### src/sv/radix_string_validate_and_max_assert.svh
// Assertion macros used by the top-level file to check its own logic.
`ifndef RADIX_STRING_VALIDATE_AND_MAX_ASSERT_SVH
`define RADIX_STRING_VALIDATE_AND_MAX_ASSERT_SVH

// The consequent must hold in the same cycle as the antecedent.
`define RSVM_ASSERT_SAME(lbl, ante, cons, msg) \
  lbl: assert property (@(posedge clk) disable iff (rst) (ante) |-> (cons)) else $error(msg);

// The consequent must hold in the cycle after the antecedent.
`define RSVM_ASSERT_NEXT(lbl, ante, cons, msg) \
  lbl: assert property (@(posedge clk) disable iff (rst) (ante) |=> (cons)) else $error(msg);

`endif

### src/sv/rsvm_pkg.sv
package rsvm_pkg;

  localparam int VALUE_W = 32;
  localparam int RADIX_W = 6;
  localparam int DIGIT_W = 6;
  localparam int CHAR_W  = 8;
  // Width of value * radix + digit before the saturation check.
  localparam int ACC_W   = VALUE_W + RADIX_W + 1;

  localparam logic [RADIX_W-1:0] RADIX_RESET = 6'd10;
  localparam logic [RADIX_W-1:0] RADIX_MIN   = 6'd2;
  localparam logic [RADIX_W-1:0] RADIX_MAX   = 6'd36;

  localparam logic [CHAR_W-1:0] CHAR_ZERO = 8'h30;
  localparam logic [CHAR_W-1:0] CHAR_NINE = 8'h39;
  localparam logic [CHAR_W-1:0] CHAR_LC_A = 8'h61;
  localparam logic [CHAR_W-1:0] CHAR_LC_Z = 8'h7a;
  localparam logic [DIGIT_W-1:0] LETTER_BASE = 6'd10;

  localparam logic [VALUE_W-1:0] VALUE_MAX = '1;

  // Queue between the front and the back.
  localparam int QDEPTH = 4;
  localparam int QPTR_W = $clog2(QDEPTH);
  localparam int QCNT_W = $clog2(QDEPTH + 1);

  // Result buffer at the output of the back.
  localparam int ODEPTH = 2;
  localparam int OPTR_W = $clog2(ODEPTH);
  localparam int OCNT_W = $clog2(ODEPTH + 1);

  typedef enum logic [1:0] {
    ST_OK          = 2'd0,
    ST_NOT_IN_BASE = 2'd1,
    ST_BAD_SYMBOL  = 2'd2,
    ST_OVERFLOW    = 2'd3
  } status_t;

  typedef enum logic [1:0] {
    CL_DIGIT,
    CL_NOT_IN_BASE,
    CL_BAD_SYMBOL
  } cls_t;

  typedef struct packed {
    cls_t               cls;
    logic [DIGIT_W-1:0] digit;
    logic [RADIX_W-1:0] base;
    logic               last;
  } entry_t;

  typedef struct packed {
    status_t            status;
    logic [VALUE_W-1:0] value;
    logic [VALUE_W-1:0] max_value;
    logic               max_changed;
  } result_t;

endpackage

### src/sv/rsvm_front.sv
module rsvm_front import rsvm_pkg::*; (
  input  logic               clk,
  input  logic               rst,
  input  logic               cfg_valid,
  output logic               cfg_ready,
  input  logic [RADIX_W-1:0] cfg_data,
  input  logic               push,
  input  logic [CHAR_W-1:0]  char_code,
  input  logic               token_end,
  output logic               full,
  output logic               q_push,
  output entry_t             q_entry,
  input  logic               q_full
);

  logic [RADIX_W-1:0] radix;
  logic [RADIX_W-1:0] base;
  logic [CHAR_W-1:0]  num_off;
  logic [CHAR_W-1:0]  let_off;
  logic               is_num;
  logic               is_let;
  logic [DIGIT_W-1:0] digit;

  assign cfg_ready = 1'b1;

  always_ff @(posedge clk) begin
    if (rst) begin
      radix <= RADIX_RESET;
    end else if (cfg_valid) begin
      radix <= cfg_data;
    end
  end

  always_comb begin
    if (radix < RADIX_MIN) begin
      base = RADIX_MIN;
    end else if (radix > RADIX_MAX) begin
      base = RADIX_MAX;
    end else begin
      base = radix;
    end
  end

  assign num_off = char_code - CHAR_ZERO;
  assign let_off = char_code - CHAR_LC_A;
  assign is_num  = (char_code >= CHAR_ZERO) && (char_code <= CHAR_NINE);
  assign is_let  = (char_code >= CHAR_LC_A) && (char_code <= CHAR_LC_Z);

  always_comb begin
    if (is_let) begin
      digit = let_off[DIGIT_W-1:0] + LETTER_BASE;
    end else begin
      digit = num_off[DIGIT_W-1:0];
    end
  end

  always_comb begin
    q_entry.digit = digit;
    q_entry.base  = base;
    q_entry.last  = token_end;
    if (!is_num && !is_let) begin
      q_entry.cls = CL_BAD_SYMBOL;
    end else if (digit >= base) begin
      q_entry.cls = CL_NOT_IN_BASE;
    end else begin
      q_entry.cls = CL_DIGIT;
    end
  end

  assign full   = q_full;
  assign q_push = push && !q_full;

endmodule

### src/sv/rsvm_queue.sv
module rsvm_queue import rsvm_pkg::*; (
  input  logic   clk,
  input  logic   rst,
  input  logic   wr_en,
  input  entry_t wr_data,
  input  logic   rd_en,
  output entry_t rd_data,
  output logic   empty,
  output logic   full
);

  entry_t              slots [QDEPTH];
  logic [QPTR_W-1:0]   wr_ptr;
  logic [QPTR_W-1:0]   rd_ptr;
  logic [QCNT_W-1:0]   count;
  logic                do_wr;
  logic                do_rd;

  assign empty   = (count == '0);
  assign full    = (count == QCNT_W'(QDEPTH));
  assign do_wr   = wr_en && !full;
  assign do_rd   = rd_en && !empty;
  assign rd_data = slots[rd_ptr];

  always_ff @(posedge clk) begin
    if (do_wr) begin
      slots[wr_ptr] <= wr_data;
    end
  end

  always_ff @(posedge clk) begin
    if (rst) begin
      wr_ptr <= '0;
      rd_ptr <= '0;
      count  <= '0;
    end else begin
      if (do_wr) begin
        wr_ptr <= (wr_ptr == QPTR_W'(QDEPTH - 1)) ? '0 : wr_ptr + 1'b1;
      end
      if (do_rd) begin
        rd_ptr <= (rd_ptr == QPTR_W'(QDEPTH - 1)) ? '0 : rd_ptr + 1'b1;
      end
      if (do_wr && !do_rd) begin
        count <= count + 1'b1;
      end else if (do_rd && !do_wr) begin
        count <= count - 1'b1;
      end
    end
  end

endmodule

### src/sv/rsvm_back.sv
module rsvm_back import rsvm_pkg::*; (
  input  logic    clk,
  input  logic    rst,
  input  logic    q_empty,
  input  entry_t  q_entry,
  output logic    q_pop,
  input  logic    pop,
  output logic    empty,
  output result_t res
);

  logic [VALUE_W-1:0] acc;
  logic [VALUE_W-1:0] acc_next;
  status_t            tstat;
  status_t            tstat_next;
  logic [VALUE_W-1:0] running_max;
  logic [VALUE_W-1:0] max_next;
  logic [ACC_W-1:0]   mac;
  logic               sym_err;
  result_t            res_next;

  result_t            obuf [ODEPTH];
  logic [OPTR_W-1:0]  owr_ptr;
  logic [OPTR_W-1:0]  ord_ptr;
  logic [OCNT_W-1:0]  ocount;
  logic               out_pop;
  logic               out_space;
  logic               emit;

  assign empty     = (ocount == '0);
  assign out_pop   = pop && !empty;
  assign out_space = (ocount != OCNT_W'(ODEPTH)) || out_pop;
  assign q_pop     = !q_empty && (!q_entry.last || out_space);
  assign emit      = q_pop && q_entry.last;
  assign res       = obuf[ord_ptr];

  assign sym_err = (tstat == ST_NOT_IN_BASE) || (tstat == ST_BAD_SYMBOL);
  assign mac     = ACC_W'(acc) * ACC_W'(q_entry.base) + ACC_W'(q_entry.digit);

  always_comb begin
    acc_next   = acc;
    tstat_next = tstat;
    unique case (q_entry.cls)
      CL_BAD_SYMBOL: begin
        if (!sym_err) begin
          tstat_next = ST_BAD_SYMBOL;
        end
      end
      CL_NOT_IN_BASE: begin
        if (!sym_err) begin
          tstat_next = ST_NOT_IN_BASE;
        end
      end
      CL_DIGIT: begin
        if (mac > ACC_W'(VALUE_MAX)) begin
          acc_next = VALUE_MAX;
          if (tstat == ST_OK) begin
            tstat_next = ST_OVERFLOW;
          end
        end else begin
          acc_next = mac[VALUE_W-1:0];
        end
      end
      default: begin
        acc_next   = acc;
        tstat_next = tstat;
      end
    endcase
  end

  always_comb begin
    max_next             = running_max;
    res_next.status      = tstat_next;
    res_next.max_changed = 1'b0;
    unique case (tstat_next)
      ST_OK: begin
        res_next.value = acc_next;
        if (acc_next > running_max) begin
          max_next             = acc_next;
          res_next.max_changed = 1'b1;
        end
      end
      ST_OVERFLOW: res_next.value = VALUE_MAX;
      default:     res_next.value = '0;
    endcase
    res_next.max_value = max_next;
  end

  always_ff @(posedge clk) begin
    if (rst) begin
      acc         <= '0;
      tstat       <= ST_OK;
      running_max <= '0;
    end else if (q_pop) begin
      if (q_entry.last) begin
        acc         <= '0;
        tstat       <= ST_OK;
        running_max <= max_next;
      end else begin
        acc   <= acc_next;
        tstat <= tstat_next;
      end
    end
  end

  always_ff @(posedge clk) begin
    if (emit) begin
      obuf[owr_ptr] <= res_next;
    end
  end

  always_ff @(posedge clk) begin
    if (rst) begin
      owr_ptr <= '0;
      ord_ptr <= '0;
      ocount  <= '0;
    end else begin
      if (emit) begin
        owr_ptr <= (owr_ptr == OPTR_W'(ODEPTH - 1)) ? '0 : owr_ptr + 1'b1;
      end
      if (out_pop) begin
        ord_ptr <= (ord_ptr == OPTR_W'(ODEPTH - 1)) ? '0 : ord_ptr + 1'b1;
      end
      if (emit && !out_pop) begin
        ocount <= ocount + 1'b1;
      end else if (out_pop && !emit) begin
        ocount <= ocount - 1'b1;
      end
    end
  end

endmodule

### src/sv/radix_string_validate_and_max.sv
// Radix string parser with running maximum. Characters of a number token arrive
// most significant first, one per push, with token_end marking the last one; digits
// are '0'-'9' and 'a'-'z' read in the configured radix (2 to 36, values outside
// clamp to the nearest end, reset 10). The block takes one character every clock
// cycle while full is low; each character goes into the queue, the back takes the
// last one of a token into the output buffer when that buffer has room, and the
// result shows on the output ports from the buffer until it is popped. That rate is
// set by the back stage, which does one 32-by-6 multiply-accumulate with a saturation check per cycle.
// Each result carries a status (ok, digit not in base, incorrect symbol, overflow),
// the value (zero on a symbol error, all ones on overflow), the running maximum over
// all ok tokens and a flag that tells whether this token raised it. The first symbol
// error of a token is kept and wins over overflow.
`include "radix_string_validate_and_max_assert.svh"

module radix_string_validate_and_max import rsvm_pkg::*; (
  input  logic               clk,
  input  logic               rst,
  input  logic               cfg_valid,
  output logic               cfg_ready,
  input  logic [RADIX_W-1:0] cfg_data,
  input  logic               push,
  output logic               full,
  input  logic [CHAR_W-1:0]  char_code,
  input  logic               token_end,
  output logic               empty,
  input  logic               pop,
  output logic [1:0]         status,
  output logic [VALUE_W-1:0] value,
  output logic [VALUE_W-1:0] max_value,
  output logic               max_changed
);

  // The front decodes and classifies each character against the radix in force
  // when the beat is taken, so a radix write only affects later characters.
  logic    q_push;
  entry_t  q_wr_entry;
  logic    q_full;
  logic    q_empty;
  logic    q_pop;
  entry_t  q_rd_entry;
  result_t res;

  rsvm_front u_front (
    .clk       (clk),
    .rst       (rst),
    .cfg_valid (cfg_valid),
    .cfg_ready (cfg_ready),
    .cfg_data  (cfg_data),
    .push      (push),
    .char_code (char_code),
    .token_end (token_end),
    .full      (full),
    .q_push    (q_push),
    .q_entry   (q_wr_entry),
    .q_full    (q_full)
  );

  // The queue lets the front keep taking characters while the output side stalls.
  rsvm_queue u_queue (
    .clk     (clk),
    .rst     (rst),
    .wr_en   (q_push),
    .wr_data (q_wr_entry),
    .rd_en   (q_pop),
    .rd_data (q_rd_entry),
    .empty   (q_empty),
    .full    (q_full)
  );

  // The back accumulates the value, tracks the token status and the maximum, and
  // holds finished results in a two-entry buffer so that a waiting result does not
  // block the characters behind it.
  rsvm_back u_back (
    .clk     (clk),
    .rst     (rst),
    .q_empty (q_empty),
    .q_entry (q_rd_entry),
    .q_pop   (q_pop),
    .pop     (pop),
    .empty   (empty),
    .res     (res)
  );

  assign status      = res.status;
  assign value       = res.value;
  assign max_value   = res.max_value;
  assign max_changed = res.max_changed;

  // A new maximum only comes from an ok token and equals that token's value.
  `RSVM_ASSERT_SAME(a_max_from_ok, !empty && max_changed, status == ST_OK && value == max_value, "new maximum from a token that is not ok")
  // Overflowed tokens report the saturated value.
  `RSVM_ASSERT_SAME(a_ovf_saturates, !empty && status == ST_OVERFLOW, value == VALUE_MAX, "overflow without saturated value")
  // Symbol errors report a zero value.
  `RSVM_ASSERT_SAME(a_sym_err_zero, !empty && (status == ST_NOT_IN_BASE || status == ST_BAD_SYMBOL), value == '0, "symbol error with nonzero value")
  // The running maximum never falls from one result to the next.
  `RSVM_ASSERT_NEXT(a_max_monotonic, pop && !empty, empty || max_value >= $past(max_value), "running maximum decreased")

endmodule
### config.mk
export PLATFORM = sky130hd
export DESIGN_NAME = radix_string_validate_and_max
export DESIGN_NICKNAME = d
export VERILOG_FILES = /design/src/sv/rsvm_pkg.sv /design/src/sv/rsvm_front.sv /design/src/sv/rsvm_queue.sv /design/src/sv/rsvm_back.sv /design/src/sv/radix_string_validate_and_max.sv
export VERILOG_INCLUDE_DIRS = /design/src /design/src/sv
export SDC_FILE = /design/constraint.sdc
export NUM_CORES = 1
export LEC_CHECK = 0
export ABC_AREA = 1
export BUFFER_PORTS_ARGS = -buffer_cell sky130_fd_sc_hd__buf_2
export CAP_MARGIN = 20
export CORE_MARGIN = 4
export CORE_UTILIZATION = 29
export DETAILED_ROUTE_END_ITERATION = 8
export GPL_TIMING_DRIVEN = 1
export PLACE_DENSITY_LB_ADDON = 0.05
export SLEW_MARGIN = 20
export SYNTH_ARGS = -nofsm -noshare
export SYNTH_HDL_FRONTEND = slang
export SYNTH_SLANG_ARGS = --single-unit
### constraint.sdc
create_clock -name clk -period 8.3 [get_ports clk]
set_clock_uncertainty 0.1 [all_clocks]
set_input_delay 0.415 -clock clk [delete_from_list [all_inputs] [get_ports clk]]
set_output_delay 0.415 -clock clk [all_outputs]
set_load 0.05 [all_outputs]
==> impl_metrics.yaml <==
outcome:
  status: "complete, no violations"
sta:
  report.final.hold_viol_count: 0
  setup_total_negative_slack_ns: 0
  period_needed_ns: 7.76
  slew_limit_fails: 0
  unrepaired_setup_endpoints_after_global_routing: "no"
  final.setup.worst_slack_ns: 0.540
  tightestPinTransition_ns: 1.01
  final_cycle_utilization_of_the_critical_path_pct: 93.5
  max_slew_headroom_pct: 32.7
  maxClockFrequency_mhz: 129
  setup_viol: 0
clock_network:
  htreeDepth: 2
  root_buffer: "sky130_fd_sc_hd__clkbuf_16"
  clock_insertion_delay_worst_skew_ns: 0.54
  path_clk_slew_ns: 0.06
  total_clock_sinks: 280
  numCtsBuffers: 35
  longest_clk_path_bufs: 3
  cts_tree: "yes"
worst_setup_path:
  crit_path_top_delay_cell: "sky130_fd_sc_hd__fa_1"
  critPathMaxStageDelay_ns: 0.55
  setup.worst_path.class: "flop to flop"
  critical_path_buf_inv_count: 12
  worst_path_dominant_cell_family: "adder cells"
  start_kind: "flop"
  worst_path_maximum_fanout: 14
  cp.arrival_ns: 7.93
  end_kind: "flop"
  cp_data_required_time_ns: 8.47
  timing.reg2reg.setup_slack_ns: 0.54
  critical_path.most_common_cell: "sky130_fd_sc_hd__nand2_1"
yosys:
  synth_nets: 2615
  synth-seq-area-share_pct: 37.3
  yosys-top-cells-area: "sky130_fd_sc_hd__edfxtp_1 29%, sky130_fd_sc_hd__fa_1 12%, sky130_fd_sc_hd__nand2_1 10%, sky130_fd_sc_hd__ha_1 8.6%, sky130_fd_sc_hd__dfxtp_1 8.5%"
  synth_async_sr_flop_share_pct: 0
  post_synth_num_cell_types: 54
  post-synth-top-area-fraction_pct: 28.8
  mappedNetlistArea_mm2: 0.0202
  ys_warns: 0
  synth-seq-cells: 280
  syn_inst: 2331
  synth_enable_flop_cells: 194
  post-synth-top-area-cell: "sky130_fd_sc_hd__edfxtp_1"
  avgSynthCellArea_um2: 8.68
  postSynth.topFlopCell: "sky130_fd_sc_hd__edfxtp_1"
drt:
  drtAntennaViolNets: 0
  num_vias: 15600
  remaining_drc_errors: 0
  drt_iter0_drc: 842
  dr.pass1.iters: 7
  via_per_inst: 4.59
  detail_route.wl_per_cell_um: 18.0
  totalWireLength_um: 61100
global_route:
  grt_pass1_wl_um: 93600
  first_global_vias: 15700
  antenna_found_initial: 0
  grt_max_degree: 68
  grt_overflow_total: 0
  grt.total_usage_pct: 16.2
final_layout:
  syn_to_final_growth_pct: 16.0
  fin_nets: 2721
  drive_gt1_share_pct: 16.2
  antenna_cells: 0
  nFillCells: 7190
  finish.cell_count_without_fillers: 3395
place:
  placed_cells_incl_taps: 3304
  finalWeightedCongestion: 0.856
  detailedPlace.worstSlack_ns: 0.274
  numPortBuffers: 88
  hpwlAfterDp_um: 45900
floorplanning:
  dieArea_mm2: 0.0741
  initial_standard_cell_utilization_of_the_core_pct: 29.4
  dieWidth_um: 272
  ports_placed_on_the_boundary: 90
  die_height_um: 272
  coreArea_mm2: 0.0688
  fp-row-count: 96
worst_hold_path:
  timing.hold.worst.class: "input pin to flop"
flow_run:
  max_cap_viols: 0
## synth_stat cells, types with 7 or more instances
library cell / number
sky130_fd_sc_hd__xor2_1: 19
sky130_fd_sc_hd__buf_1: 7
sky130_fd_sc_hd__xnor2_1: 15
sky130_fd_sc_hd__ha_1: 139
sky130_fd_sc_hd__o21ai_0: 39
sky130_fd_sc_hd__mux2_2: 67
sky130_fd_sc_hd__nand3_2: 11
sky130_fd_sc_hd__nand2_4: 10
sky130_fd_sc_hd__edfxtp_1: 194
sky130_fd_sc_hd__nor2_1: 277
sky130_fd_sc_hd__inv_2: 35
sky130_fd_sc_hd__buf_2: 18
sky130_fd_sc_hd__nor3_1: 11
sky130_fd_sc_hd__clkbuf_1: 53
sky130_fd_sc_hd__dfxtp_1: 86
sky130_fd_sc_hd__fa_1: 125
sky130_fd_sc_hd__inv_1: 281
sky130_fd_sc_hd__nand3_1: 94
sky130_fd_sc_hd__nand2_2: 23
sky130_fd_sc_hd__nand2_1: 548
sky130_fd_sc_hd__nand4_1: 34
sky130_fd_sc_hd__a21oi_2: 11
sky130_fd_sc_hd__a21oi_1: 161
## per-layer routing
layer  global-route usage, %  share of wire [%]  up-vias
met3                    2.12                4.0       59
met1                    23.7                 50     7514
met2                    25.7                 45      247
met5                       0                  0        -
met4                    3.12                1.5        0
li1                        -                  -     7774
## logic make-up (layout without fill, tap and decap cells)
family | Yosys count | count (layout) | synth area share (%)
other | 1 | 1 | 0.0185
XOR/XNOR | 34 | 34 | 1.47
AO/OA/AOI/OAI | 250 | 250 | 6.91
AND/OR/NAND/NOR | 1032 | 1034 | 21.8
buffers and inverters | 403 | 534 | 7.78
flip-flops | 280 | 280 | 37.3
multiplexers | 67 | 67 | 3.73
adder cells (fa/ha/maj) | 264 | 264 | 21.0
## worst register-to-register path: cells and delay by family (launching register included)
family | cells | cell delay [ns]
adder cells (fa/ha/maj) | 6 | 2.65
AND/OR/NAND/NOR | 19 | 2.21
buffers and inverters | 12 | 1.33
AO/OA/AOI/OAI | 4 | 0.85
flip-flops | 1 | 0.36
## flip-flops by register name (all words and copies together) (netlist names), named ones only
register	count
u_back.obuf	134
u_queue.slots	60
u_queue.rd_ptr	2
u_queue.count	3
u_back.tstat	2
u_back.owr_ptr	1
u_back.ocount	2
u_queue.wr_ptr	2
u_back.acc	32
u_back.running_max	32
u_back.ord_ptr	1
u_front.radix	6
## layout make-up
cell class | count | area, um^2 | share of cell area [%]
sequential | 280 | 7550 | 32.2
clock inverter | 16 | 170 | 0.725
timing repair buffer | 153 | 1140 | 4.88
tap | 931 | 1160 | 4.96
multi-input combinational | 1650 | 11300 | 48.1
clock buffer | 48 | 966 | 4.11
inverter | 317 | 1200 | 5.10
## final timing paths
kind,from,endpoint,cells past startpoint
min,cfg_valid,u_front.radix[1],2
max reg2reg,flop,u_back.obuf[1][22],41
min reg2reg,u_back.ord_ptr,u_back.ord_ptr,1
max,flop,u_back.obuf[1][22],41
## cells in the final DEF, fill, tap and decap left out, drive strengths merged, types with 5 or more instances in the layout
cell and count:
clkinv 11, mux2 67, clkbuf 51, o21ai 40, dfxtp 86, a21oi 172, a31oi 6, xor2 19
xnor2 15, nand3 106, o22ai 5, nand2 581, fa 125, nor2 287, ha 139, a32o 6
inv 316, edfxtp 194, buf 146, nand4 34, nor3 15
## stage by stage
stage	hold slack [ns]	area [um^2]	utilization [%]
3_5_place_dp	0.354	21900	31.8
2_1_floorplan	0.326	20200	-
4_1_cts	0.0110	23100	33.5
5_1_grt	0.0545	23500	34.1
3_3_place_gp	0.332	21900	31.8
6_report	0.0390	23500	34.1
## what timing repair did
action                     in CTS  in global routing
gates resized for setup         0                 31
buffers inserted                0                 18
setup endpoints to repair       0                 98
hold endpoints to repair        7                  0
hold buffers                    4                  0
Power is not shown: default switching activity piles up to over one toggle a cycle in this logic, so the estimate is an artifact.
